--- src/hw/rtl/oetb_pkg.sv ---
// Shared types and constants of the overwriting event trace buffer.
`timescale 1ns / 1ps
package oetb_pkg;

	// Default ring depth.
	localparam int EVENT_DEPTH_DEF = 64;

	// Width of the stored_count field on the result channel.
	localparam int COUNT_OUT_W = 7;

	// Request kinds.
	localparam logic [2:0] KIND_RECORD = 3'd0;
	localparam logic [2:0] KIND_ARM    = 3'd1;
	localparam logic [2:0] KIND_DISARM = 3'd2;
	localparam logic [2:0] KIND_DUMP   = 3'd3;
	localparam logic [2:0] KIND_CLEAR  = 3'd4;

	// One request item.
	typedef struct packed {
		logic [2:0]  kind;
		logic [7:0]  cmd;
		logic [7:0]  flags;
		logic [23:0] address;
		logic [15:0] data_length;
	} trace_in_t;

	// One result item.
	typedef struct packed {
		logic                   event_valid;
		logic [7:0]             ev_cmd;
		logic [7:0]             ev_flags;
		logic [23:0]            ev_address;
		logic [15:0]            ev_length;
		logic                   last;
		logic [COUNT_OUT_W-1:0] stored_count;
		logic                   armed;
	} trace_out_t;

	// One stored event.
	typedef struct packed {
		logic [15:0] length;
		logic [23:0] address;
		logic [7:0]  flags;
		logic [7:0]  cmd;
	} entry_t;

	localparam int ENTRY_W = $bits(entry_t);

endpackage

--- src/hw/rtl/oetb_mem.sv ---
// Event ring storage: one write port, one read port with registered data.
`timescale 1ns / 1ps
module oetb_mem #(
	parameter int DEPTH = oetb_pkg::EVENT_DEPTH_DEF,
	parameter int AW    = $clog2(DEPTH)
) (
	input  logic                 clk,
	input  logic                 we,
	input  logic [AW-1:0]        waddr,
	input  oetb_pkg::entry_t     wdata,
	input  logic                 re,
	input  logic [AW-1:0]        raddr,
	output oetb_pkg::entry_t     rdata
);
	import oetb_pkg::*;

	entry_t mem [DEPTH];
	entry_t rdata_q;

	// Write one entry.
	always_ff @(posedge clk) begin
		if (we) begin
			mem[waddr] <= wdata;
		end
	end

	// Read one entry; hold the data between reads.
	always_ff @(posedge clk) begin
		if (re) begin
			rdata_q <= mem[raddr];
		end
	end

	assign rdata = rdata_q;

endmodule

--- src/hw/rtl/oetb_ctrl.sv ---
// Request decode, ring pointers, dump sequencer and result register.
`timescale 1ns / 1ps
module oetb_ctrl #(
	parameter int EVENT_DEPTH = oetb_pkg::EVENT_DEPTH_DEF,
	parameter int SLOT_W      = $clog2(EVENT_DEPTH),
	parameter int CNT_W       = $clog2(EVENT_DEPTH + 1)
) (
	input  logic                   clk,
	input  logic                   arst_n,
	input  logic                   req_valid,
	output logic                   req_stall,
	input  oetb_pkg::trace_in_t    req_data,
	output logic                   rsp_valid,
	input  logic                   rsp_stall,
	output oetb_pkg::trace_out_t   rsp_data,
	output logic                   mem_we,
	output logic [SLOT_W-1:0]      mem_waddr,
	output oetb_pkg::entry_t       mem_wdata,
	output logic                   mem_re,
	output logic [SLOT_W-1:0]      mem_raddr,
	input  oetb_pkg::entry_t       mem_rdata
);
	import oetb_pkg::*;

	typedef enum logic {
		ST_IDLE,
		ST_DUMP
	} state_t;

	localparam logic [SLOT_W-1:0] SLOT_LAST = SLOT_W'(EVENT_DEPTH - 1);
	localparam logic [CNT_W-1:0]  CNT_FULL  = CNT_W'(EVENT_DEPTH);

	state_t             state_q, state_d;
	logic [SLOT_W-1:0]  slot_q, slot_d;
	logic [CNT_W-1:0]   total_q, total_d;
	logic               armed_q, armed_d;
	logic [SLOT_W-1:0]  rd_ptr_q, rd_ptr_d;
	logic [CNT_W-1:0]   dump_n_q, dump_n_d;
	logic [CNT_W-1:0]   issue_cnt_q, issue_cnt_d;
	logic               rd_pend_s1, rd_pend_d;
	logic               rd_last_s1, rd_last_d;
	logic               out_valid_q, out_valid_d;
	trace_out_t         out_q, out_d;

	logic               load_out;
	logic               accept;
	logic               move;
	logic               rd_issue;

	// Output register is free when empty or being taken.
	assign load_out  = !out_valid_q || !rsp_stall;
	assign req_stall = (state_q != ST_IDLE) || !load_out;
	assign accept    = req_valid && !req_stall;

	// Move read data to the output; issue the next read behind it.
	assign move      = (state_q == ST_DUMP) && rd_pend_s1 && load_out;
	assign rd_issue  = (state_q == ST_DUMP) && (issue_cnt_q != dump_n_q)
		&& (!rd_pend_s1 || move);

	assign mem_re    = rd_issue;
	assign mem_raddr = rd_ptr_q;
	assign mem_waddr = slot_q;
	assign mem_wdata = '{length: req_data.data_length, address: req_data.address,
		flags: req_data.flags, cmd: req_data.cmd};
	assign mem_we    = accept && (req_data.kind == KIND_RECORD) && armed_q;

	// Decode requests and step the dump sequencer.
	always_comb begin
		state_d     = state_q;
		slot_d      = slot_q;
		total_d     = total_q;
		armed_d     = armed_q;
		rd_ptr_d    = rd_ptr_q;
		dump_n_d    = dump_n_q;
		issue_cnt_d = issue_cnt_q;
		rd_pend_d   = rd_pend_s1;
		rd_last_d   = rd_last_s1;
		out_valid_d = out_valid_q && rsp_stall;
		out_d       = out_q;

		if (accept) begin
			case (req_data.kind)
				KIND_RECORD: begin
					if (armed_q) begin
						slot_d = (slot_q == SLOT_LAST) ? '0 : slot_q + SLOT_W'(1);
						if (total_q != CNT_FULL) begin
							total_d = total_q + CNT_W'(1);
						end
					end
				end
				KIND_ARM: begin
					armed_d = 1'b1;
				end
				KIND_DISARM: begin
					armed_d = 1'b0;
				end
				KIND_DUMP: begin
					armed_d = 1'b0;
					if (total_q != '0) begin
						state_d     = ST_DUMP;
						rd_ptr_d    = (total_q == CNT_FULL) ? slot_q : '0;
						dump_n_d    = total_q;
						issue_cnt_d = '0;
					end
					slot_d  = '0;
					total_d = '0;
				end
				KIND_CLEAR: begin
					slot_d  = '0;
					total_d = '0;
				end
				default: begin
				end
			endcase

			// Status result for everything but a dump with events.
			if (!((req_data.kind == KIND_DUMP) && (total_q != '0))) begin
				out_valid_d        = 1'b1;
				out_d              = '0;
				out_d.last         = 1'b1;
				out_d.stored_count = COUNT_OUT_W'(total_d);
				out_d.armed        = armed_d;
			end
		end

		if (rd_issue) begin
			rd_ptr_d    = (rd_ptr_q == SLOT_LAST) ? '0 : rd_ptr_q + SLOT_W'(1);
			issue_cnt_d = issue_cnt_q + CNT_W'(1);
			rd_pend_d   = 1'b1;
			rd_last_d   = (issue_cnt_q + CNT_W'(1)) == dump_n_q;
		end else if (move) begin
			rd_pend_d = 1'b0;
		end

		if (move) begin
			out_valid_d        = 1'b1;
			out_d.event_valid  = 1'b1;
			out_d.ev_cmd       = mem_rdata.cmd;
			out_d.ev_flags     = mem_rdata.flags;
			out_d.ev_address   = mem_rdata.address;
			out_d.ev_length    = mem_rdata.length;
			out_d.last         = rd_last_s1;
			out_d.stored_count = COUNT_OUT_W'(dump_n_q);
			out_d.armed        = 1'b0;
			if (rd_last_s1) begin
				state_d = ST_IDLE;
			end
		end
	end

	// Hold state, pointers and the result register.
	always_ff @(posedge clk or negedge arst_n) begin
		if (!arst_n) begin
			state_q     <= ST_IDLE;
			slot_q      <= '0;
			total_q     <= '0;
			armed_q     <= 1'b0;
			rd_ptr_q    <= '0;
			dump_n_q    <= '0;
			issue_cnt_q <= '0;
			rd_pend_s1  <= 1'b0;
			rd_last_s1  <= 1'b0;
			out_valid_q <= 1'b0;
			out_q       <= '0;
		end else begin
			state_q     <= state_d;
			slot_q      <= slot_d;
			total_q     <= total_d;
			armed_q     <= armed_d;
			rd_ptr_q    <= rd_ptr_d;
			dump_n_q    <= dump_n_d;
			issue_cnt_q <= issue_cnt_d;
			rd_pend_s1  <= rd_pend_d;
			rd_last_s1  <= rd_last_d;
			out_valid_q <= out_valid_d;
			out_q       <= out_d;
		end
	end

	assign rsp_valid = out_valid_q;
	assign rsp_data  = out_q;

	// Count never passes the ring depth.
	a_total_bound: assert property (@(posedge clk) disable iff (!arst_n)
		total_q <= CNT_FULL)
		else $error("event count above ring depth");

	// No ring write while a dump reads it out.
	a_no_write_in_dump: assert property (@(posedge clk) disable iff (!arst_n)
		(state_q == ST_DUMP) |-> !mem_we)
		else $error("ring write during dump");

	// Pending read data exists only inside a dump.
	a_pend_in_dump: assert property (@(posedge clk) disable iff (!arst_n)
		rd_pend_s1 |-> (state_q == ST_DUMP))
		else $error("read data pending outside dump");

	// Reads issued never exceed the dumped count.
	a_issue_bound: assert property (@(posedge clk) disable iff (!arst_n)
		(state_q == ST_DUMP) |-> (issue_cnt_q <= dump_n_q))
		else $error("dump read count overrun");

	// The last dumped event ends the dump.
	a_last_ends: assert property (@(posedge clk) disable iff (!arst_n)
		(move && rd_last_s1) |=> (state_q == ST_IDLE) && !rd_pend_s1)
		else $error("dump did not end after last event");

endmodule

--- src/hw/rtl/overwriting_event_trace_buffer_top.sv ---
// Top level of the overwriting event trace buffer.
//
// Request channel (req_valid, req_stall, req_data) takes one item per cycle
// while req_stall is low: record, arm, disarm, dump or clear. A record is
// stored in a ring of EVENT_DEPTH entries while capture is armed; when
// full it overwrites the oldest entry. Result channel (rsp_valid, rsp_stall,
// rsp_data) carries one status result per request, except a dump of a
// non-empty buffer, which gives every stored event oldest first with last
// set on the final one. A status result is in the output register in the
// cycle after the request. Records, arm, disarm and clear sustain one
// request per cycle while rsp_stall stays low. During a dump req_stall stays
// high until the last event moves to the output register; the ring memory's
// single registered read port gives one event per cycle when rsp_stall
// stays low. A stalled result holds in the output register; outside a dump,
// req_stall rises only when that register is full and stalled.
// Reset clears pointers, count and the armed flag (capture starts disarmed);
// ring contents are not cleared, and no clearing pass is needed.
`timescale 1ns / 1ps
module overwriting_event_trace_buffer_top #(
	parameter int EVENT_DEPTH = oetb_pkg::EVENT_DEPTH_DEF
) (
	input  logic                 clk,
	input  logic                 arst_n,
	input  logic                 req_valid,
	output logic                 req_stall,
	input  oetb_pkg::trace_in_t  req_data,
	output logic                 rsp_valid,
	input  logic                 rsp_stall,
	output oetb_pkg::trace_out_t rsp_data
);
	import oetb_pkg::*;

	localparam int SLOT_W = $clog2(EVENT_DEPTH);

	logic              mem_we;
	logic [SLOT_W-1:0] mem_waddr;
	entry_t            mem_wdata;
	logic              mem_re;
	logic [SLOT_W-1:0] mem_raddr;
	entry_t            mem_rdata;

	// Control and sequencing.
	oetb_ctrl #(
		.EVENT_DEPTH(EVENT_DEPTH)
	) u_ctrl (
		.clk       (clk),
		.arst_n    (arst_n),
		.req_valid (req_valid),
		.req_stall (req_stall),
		.req_data  (req_data),
		.rsp_valid (rsp_valid),
		.rsp_stall (rsp_stall),
		.rsp_data  (rsp_data),
		.mem_we    (mem_we),
		.mem_waddr (mem_waddr),
		.mem_wdata (mem_wdata),
		.mem_re    (mem_re),
		.mem_raddr (mem_raddr),
		.mem_rdata (mem_rdata)
	);

	// Event ring.
	oetb_mem #(
		.DEPTH(EVENT_DEPTH),
		.AW   (SLOT_W)
	) u_mem (
		.clk   (clk),
		.we    (mem_we),
		.waddr (mem_waddr),
		.wdata (mem_wdata),
		.re    (mem_re),
		.raddr (mem_raddr),
		.rdata (mem_rdata)
	);

endmodule

--- config.mk ---
export PLATFORM = sky130hd
export DESIGN_NAME = overwriting_event_trace_buffer_top
export DESIGN_NICKNAME = d
export VERILOG_FILES = /design/src/hw/rtl/oetb_pkg.sv /design/src/hw/rtl/oetb_mem.sv /design/src/hw/rtl/oetb_ctrl.sv /design/src/hw/rtl/overwriting_event_trace_buffer_top.sv
export SDC_FILE = /design/constraint.sdc
export NUM_CORES = 2
export LEC_CHECK = 0
export BUFFER_PORTS_ARGS = -buffer_cell sky130_fd_sc_hd__buf_2
export CORE_MARGIN = 5
export CORE_UTILIZATION = 40
export DETAILED_ROUTE_END_ITERATION = 16
export PLACE_DENSITY = 0.58
export SLEW_MARGIN = 25
export SYNTH_ARGS = -nofsm -noshare
export SYNTH_HDL_FRONTEND = slang
export SYNTH_SLANG_ARGS = --single-unit
--- constraint.sdc ---
create_clock -name clk -period 12.15 [get_ports clk]
set_clock_uncertainty 0.1 [all_clocks]
set_input_delay 2.43 -clock clk [delete_from_list [all_inputs] [get_ports clk]]
set_output_delay 2.43 -clock clk [all_outputs]
set_load 0.05 [all_outputs]
**Word-level counts from Yosys, hierarchy flattened**

Memories as Yosys holds them, arrays and structs flattened. A register that Yosys moved wholly into a read port is not among the register bits.
Cells that the tools add are included.
W data, S select, Z words.

- Register bits: 104
- Bits in latches: 0
- RAM bits: 3584
- ROM bits: 0
- Output and inout bits: 68
- Word-level logic and storage cells: 98
- Memories kept: 1

- $add $sub $neg: 4
- $mul: 0
- Div/mod/pow operators: 0
- Order comparisons: 0
- Eq/ne operators: 12
- Shift-type cells: 0
- Muxes and demuxes: 32
- Bitwise operators: 0
- Reductions and logical operators: 31

Memories:

| memory | words | bits a word | read ports | clocked after memory_dff | wr ports | RTL line | source |
|---|---|---|---|---|---|---|---|
| u_mem.mem | 64 | 56 | 1 | 1 | 1 | oetb_mem.sv:17 | `entry_t mem [DEPTH];` |

Operators by type and width:

| cell | count |
|---|---|
| $mux W66 | 3 |
| $mux W6 | 8 |
| $mux W7 | 6 |
| $add A7 B1 Y7 const B | 2 |
| $pmux W7 S2 | 1 |
| $add A6 B1 Y6 const B | 2 |
| $eq A6 B6 Y1 const B | 2 |
| $mux W1 | 12 |
| $pmux W6 S2 | 1 |
| $reduce_bool A2 Y1 | 6 |
| $logic_and A1 B1 Y1 | 9 |
| $reduce_and A3 Y1 | 3 |
| $eq A7 B7 Y1 | 1 |
| $eq A7 B7 Y1 const B | 1 |
| $ne A7 B7 Y1 | 1 |
| $ne A7 B7 Y1 const B | 1 |
| $reduce_bool A7 Y1 | 1 |
| $eq A3 B2 Y1 const B | 2 |
| $logic_not A1 Y1 | 5 |
| $ne A2 B1 Y1 const B | 2 |
| $reduce_or A2 Y1 | 2 |
| $eq A3 B1 Y1 const B | 1 |
| $eq A3 B3 Y1 const B | 1 |
| $logic_not A3 Y1 | 1 |
| 3 further kinds | 5 |

**Depth between registers and ports, before layout**

- Depth in word-level cells: 10
- Mapped depth: 10
- Depth with buffers taken out: 7

**By module**

A second synthesis with hierarchy kept.

- Cells, all modules: 6537
- Area, all modules: 142855.8 sq um

Modules (own cells, without submodules):

| module | times used | cells an instance | area an instance (sq um) | sequential area each (sq um) |
|---|---|---|---|---|
| oetb_mem | 1 | 5949 | 137544.4 | 109304.8 |
| oetb_ctrl | 1 | 588 | 5311.3 | 2602.5 |

**Least setup slack after synthesis**

OpenSTA, ideal clock, no wires.

- Path kind: input port to flip-flop
- Start: input req_data[57] (netlist name)
- End: memory u_mem.mem[24][0] (netlist name), enable pin
- Setup time: 470 ps
- Arrival time: 6058 ps
- Required time: 11580 ps
- Slack: 5522 ps
- Stages on the path: 5
- Path through: nor3_2 -> nand2_1 -> nor2_1 -> nand4b_1 -> nor2_1

- Cells in the longest elaborated chain, start to end: 5

RTL lines:

| element | RTL line | source |
|---|---|---|
| from (decl) | overwriting_event_trace_buffer_top.sv:26 | `input oetb_pkg::trace_in_t req_data,` |
| $logic_not A3 Y1 | oetb_ctrl.sv:65 | `assign mem_we = accept && (req_data.kind == KIND_RECORD) && armed_q;` |
| $logic_and A1 B1 Y1 (2 in a row) | oetb_ctrl.sv:65 |  |
| $mux W1 | oetb_mem.sv:22 | `if (we) begin` |
| $mux W1 (not written as such) | oetb_mem.sv:23 | `mem[waddr] <= wdata;` |
| to (decl) | oetb_mem.sv:17 |  |

Every way passes these cells.

**Worst setup path after layout**

- Start: input rsp_stall
- End: memory u_mem.mem[17][45] (netlist name), enable pin

- Cells in the longest elaborated chain, start to end: 10

RTL lines:

| element | RTL line | source |
|---|---|---|
| from (decl) | overwriting_event_trace_buffer_top.sv:28 | `input logic rsp_stall,` |
| $logic_not A1 Y1 | oetb_ctrl.sv:51 | `assign load_out = !out_valid_q \|\| !rsp_stall;` |
| $logic_or A1 B1 Y1 | oetb_ctrl.sv:51 |  |
| $logic_not A1 Y1 | oetb_ctrl.sv:52 | `assign req_stall = (state_q != ST_IDLE) \|\| !load_out;` |
| $logic_or A1 B1 Y1 | oetb_ctrl.sv:52 |  |
| $logic_not A1 Y1 | oetb_ctrl.sv:53 | `assign accept = req_valid && !req_stall;` |
| $logic_and A1 B1 Y1 | oetb_ctrl.sv:53 |  |
| $logic_and A1 B1 Y1 (2 in a row) | oetb_ctrl.sv:65 |  |
| $mux W1 | oetb_mem.sv:22 |  |
| $mux W1 (not written as such) | oetb_mem.sv:23 |  |

Every way passes these cells.

==> impl_results.md <==
* Vias in the first global route at 70400
* Internal power at 24800 uW
* Max Cap Viol at 0
* Setup bufs post-CTS at 0
* Setup ws final at 6.10 ns
* Yosys warns at 0
* Post-cts resize count at 0
* Initial Util at 40.1%
* Final Setup Violations at 0
* Setup_tns at 0 ns
* Nets at 7041
* Pleak at 0.0516 uW
* Period Utilization, post-route at 49.8%
* Vias per inst at 6.04
* Asr flop ratio synth at 2.78%
* WL per Instance at 35.7 um
* Ys flop type: edfxtp_1
* Final Hold Vio Count at 0
* Reg power frac at 39.8%
* Post-route ant nets at 0
* Drt first-iter violations at 10800
* Total Wirelength at 430 mm
* Row cnt at 219
* Pre-CTS setup slack at 5.16 ns
* Worst skew pair latency at 0.96 ns
* TritonCTS buffer count at 383
* DP HPWL at 258 mm
* Post-synth EDFFs at 3640
* Synth unique cells at 72
* Sw Share at 33.7%
* First-pass GRT wire length at 589 mm
* Max transition margin at 17.3%
* Power density cells at 230 nW/um^2
* Setup CP Type: in -> reg
* Yosys reg bits at 3744
* I/O pins at 131
* GRT Resource Usage Total at 22.7%
* Hold Buf Count CTS at 0
* Worst path arrival time at 6.52 ns
* Cell area after synthesis at 143000 sq um
* Largest net degree at the start of global routing at 106
* Port Buffers at 130
* Required @ worst endpoint at 12.61 ns
* Final max-slew violation count at 0
* Fmax at 165 MHz
* GP Congestion at 0.837
* GRT Residual Overflow at 0
* Drt drc at 0
* Min cycle time layout at 6.05 ns
* Sw Pwr at 12600 uW
* Die width at 607 um
* Sink Count at 3744
* Combinational fraction of design power at 29.5%
* CTS tree: yes
* First-pass detailed-route iteration total at 6
* Clock transition at path regs at 0.06 ns
* Synth Net Count at 6702
* Core area at 356000 sq um
* Vias after detailed routing at 72900
* Final Core Density at 45.6%
* Synthesized area per cell at 21.5 sq um
* CP startpoint kind: input pin
* Share of layout cells above drive strength 1 at 23.9%
* Post-Syn Instances at 6634
* Status: finished, final reports clean
* Buffer depth of the longest clock path at 4
* Slew of the pin with the lowest slew margin at 1.23 ns
* RSZ-0062 raised after global routing: false
* CTS Root Buffer Type: clkbuf_16
* Area growth from synthesis to layout at 13.7%
* Die ar. at 369000 sq um
* Initial antenna violation count at 47
* CP max FO at 38
* Part of the power in the clock network at 30.7%
* Worst vdd ir at 0.175 mV
* Sequential-to-total area share from yosys stat at 78.4%
* Die height at 607 um
* Class of the worst hold path: reg -> reg
* CP Capture Type: register
* Flop-to-flop setup slack at 6.78 ns
* H-tree Lvls at 5
-- metrics by stage --
step	instance area [sq um]	hold slack (ns)	power (uW)	instances
2_1_floorplan	143000	0.326	21300	6634
3_3_place_gp	150000	0.337	26000	11300
3_5_place_dp	150000	0.335	26100	11300
4_1_cts	162000	0.353	37500	12000
5_1_grt	162000	0.390	38500	12000
6_report	162000	0.355	37400	12100
-- final timing paths --
check / from / to / cells after the start
min in group asynchronous: arst_n / u_ctrl.rsp_data[3] / 1
setup reg to reg: u_ctrl.mem_raddr[1] / u_mem.rdata[36] / 8
max in group asynchronous: arst_n / u_ctrl.rsp_data[26] / 3
setup / recovery: rsp_stall / u_mem.mem[17][45] / 8
hold reg to reg: u_mem.rdata[53] / u_ctrl.rsp_data[22] / 2
hold / removal: u_mem.rdata[53] / u_ctrl.rsp_data[22] / 2
-- power groups by stage --
stage / Clock (uW) / Sequential, uW / Combinational (uW)
2_1_floorplan: 0 / 15100 / 6210
6_report: 11500 / 14900 / 11000
5_1_grt: 12200 / 14900 / 11400
3_5_place_dp: 0 / 15100 / 11000
3_3_place_gp: 0 / 15100 / 10900
4_1_cts: 11700 / 14900 / 11000
-- routing by layer --
metal	share of wire (%)	global-route usage (%)	wire length, um
met1	40	33.1	174000
met2	46	34.5	197000
met3	11	5.32	46900
met4	2.9	6.34	12500
met5	0.012	0	51
-- cell usage after synthesis, types with 6 or more instances --
cell type	instances	area share (%)
nor2b_1	7	0.031
mux4_2	733	12
a221oi_1	10	0.061
nand3b_1	6	0.032
a22o_1	60	0.37
or3_1	9	0.039
a221o_1	10	0.070
clkbuf_1	167	0.44
mux2_2	11	0.087
a22oi_1	119	0.63
nand2_1	272	0.72
a211oi_1	99	0.52
o21ai_1	7	0.025
buf_4	68	0.36
a31oi_1	19	0.083
a31o_1	7	0.043
o21ai_0	138	0.48
o22ai_1	128	0.56
a21oi_1	74	0.26
buf_2	94	0.33
buf_1	37	0.097
nand3_1	45	0.16
o221ai_1	84	0.52
a21o_1	8	0.042
mux2i_1	387	2.7
inv_1	13	0.034
buf_6	23	0.18
nor3_1	16	0.056
a211o_1	35	0.21
xnor2_1	8	0.049
nor2_1	111	0.29
edfxtp_1	3640	77
dfrtp_1	104	1.8
-- layout by cell type (no fill, tap or decap), drive strengths merged, types with 6 or more instances in the layout --
cell / n
o221ai: 84
edfxtp: 3640
a31o: 12
clkbuf: 481
or3: 9
clkinv: 168
buf: 345
a31oi: 19
o21ai: 145
diode: 20
and2: 6
o22ai: 128
a21oi: 74
bufinv: 31
dfrtp: 104
nand2: 272
xnor2: 8
nand3: 45
mux2: 11
nor2: 112
nor2b: 7
nand3b: 6
mux2i: 387
mux4: 733
a211oi: 99
inv: 27
a211o: 35
a22o: 60
a22oi: 119
a221oi: 12
a221o: 10
a21o: 8
clkinvlp: 8
nor3: 17
-- sequential cells by signal, summed over array words and instances (netlist names) --
name	flops
u_mem.rdata	56
u_ctrl.rsp_valid	1
u_ctrl.dump_n_q	7
u_ctrl.rsp_data	66
u_ctrl.issue_cnt_q	7
u_ctrl.mem_waddr	6
u_ctrl.total_q	7
u_mem.mem	3584
u_ctrl.state_q	1
u_ctrl.rd_pend_s1	1
u_ctrl.rd_last_s1	1
u_ctrl.mem_raddr	6
u_ctrl.armed_q	1
-- logic make-up after synthesis --
| group | after synthesis | share of synthesized area (%) |
|---|---|---|
| flip-flops | 3744 | 78.4 |
| XOR/XNOR | 10 | 0.0614 |
| multiplexers | 1131 | 14.4 |
| buffers and inverters | 405 | 1.45 |
| adder cells (fa/ha/maj) | 5 | 0.0438 |
| AO/OA/AOI/OAI | 835 | 4.13 |
| AND/OR/NAND/NOR | 504 | 1.51 |
-- layout make-up --
cell class / instances / area (sq um)
clock inverters: 220 / 2060
inverters: 14 / 57.6
flip-flops and latches: 3744 / 112000
fillers: 29700 / 193000
clock buffers: 481 / 10100
multi-input cells: 2485 / 29400
repair buffers: 345 / 2790
well taps: 4751 / 5940
diodes: 20 / 50.0
-- critical path: stages --
cell and delay (ns):
buf_2 0.11, a21oi_1 0.23, nand2_1 0.47, nor3_2 0.52
buf_4 0.35, nand3b_1 0.72, nor2_4 0.85, buf_4 0.70
Note: power is estimated with default switching activity, not from simulation.
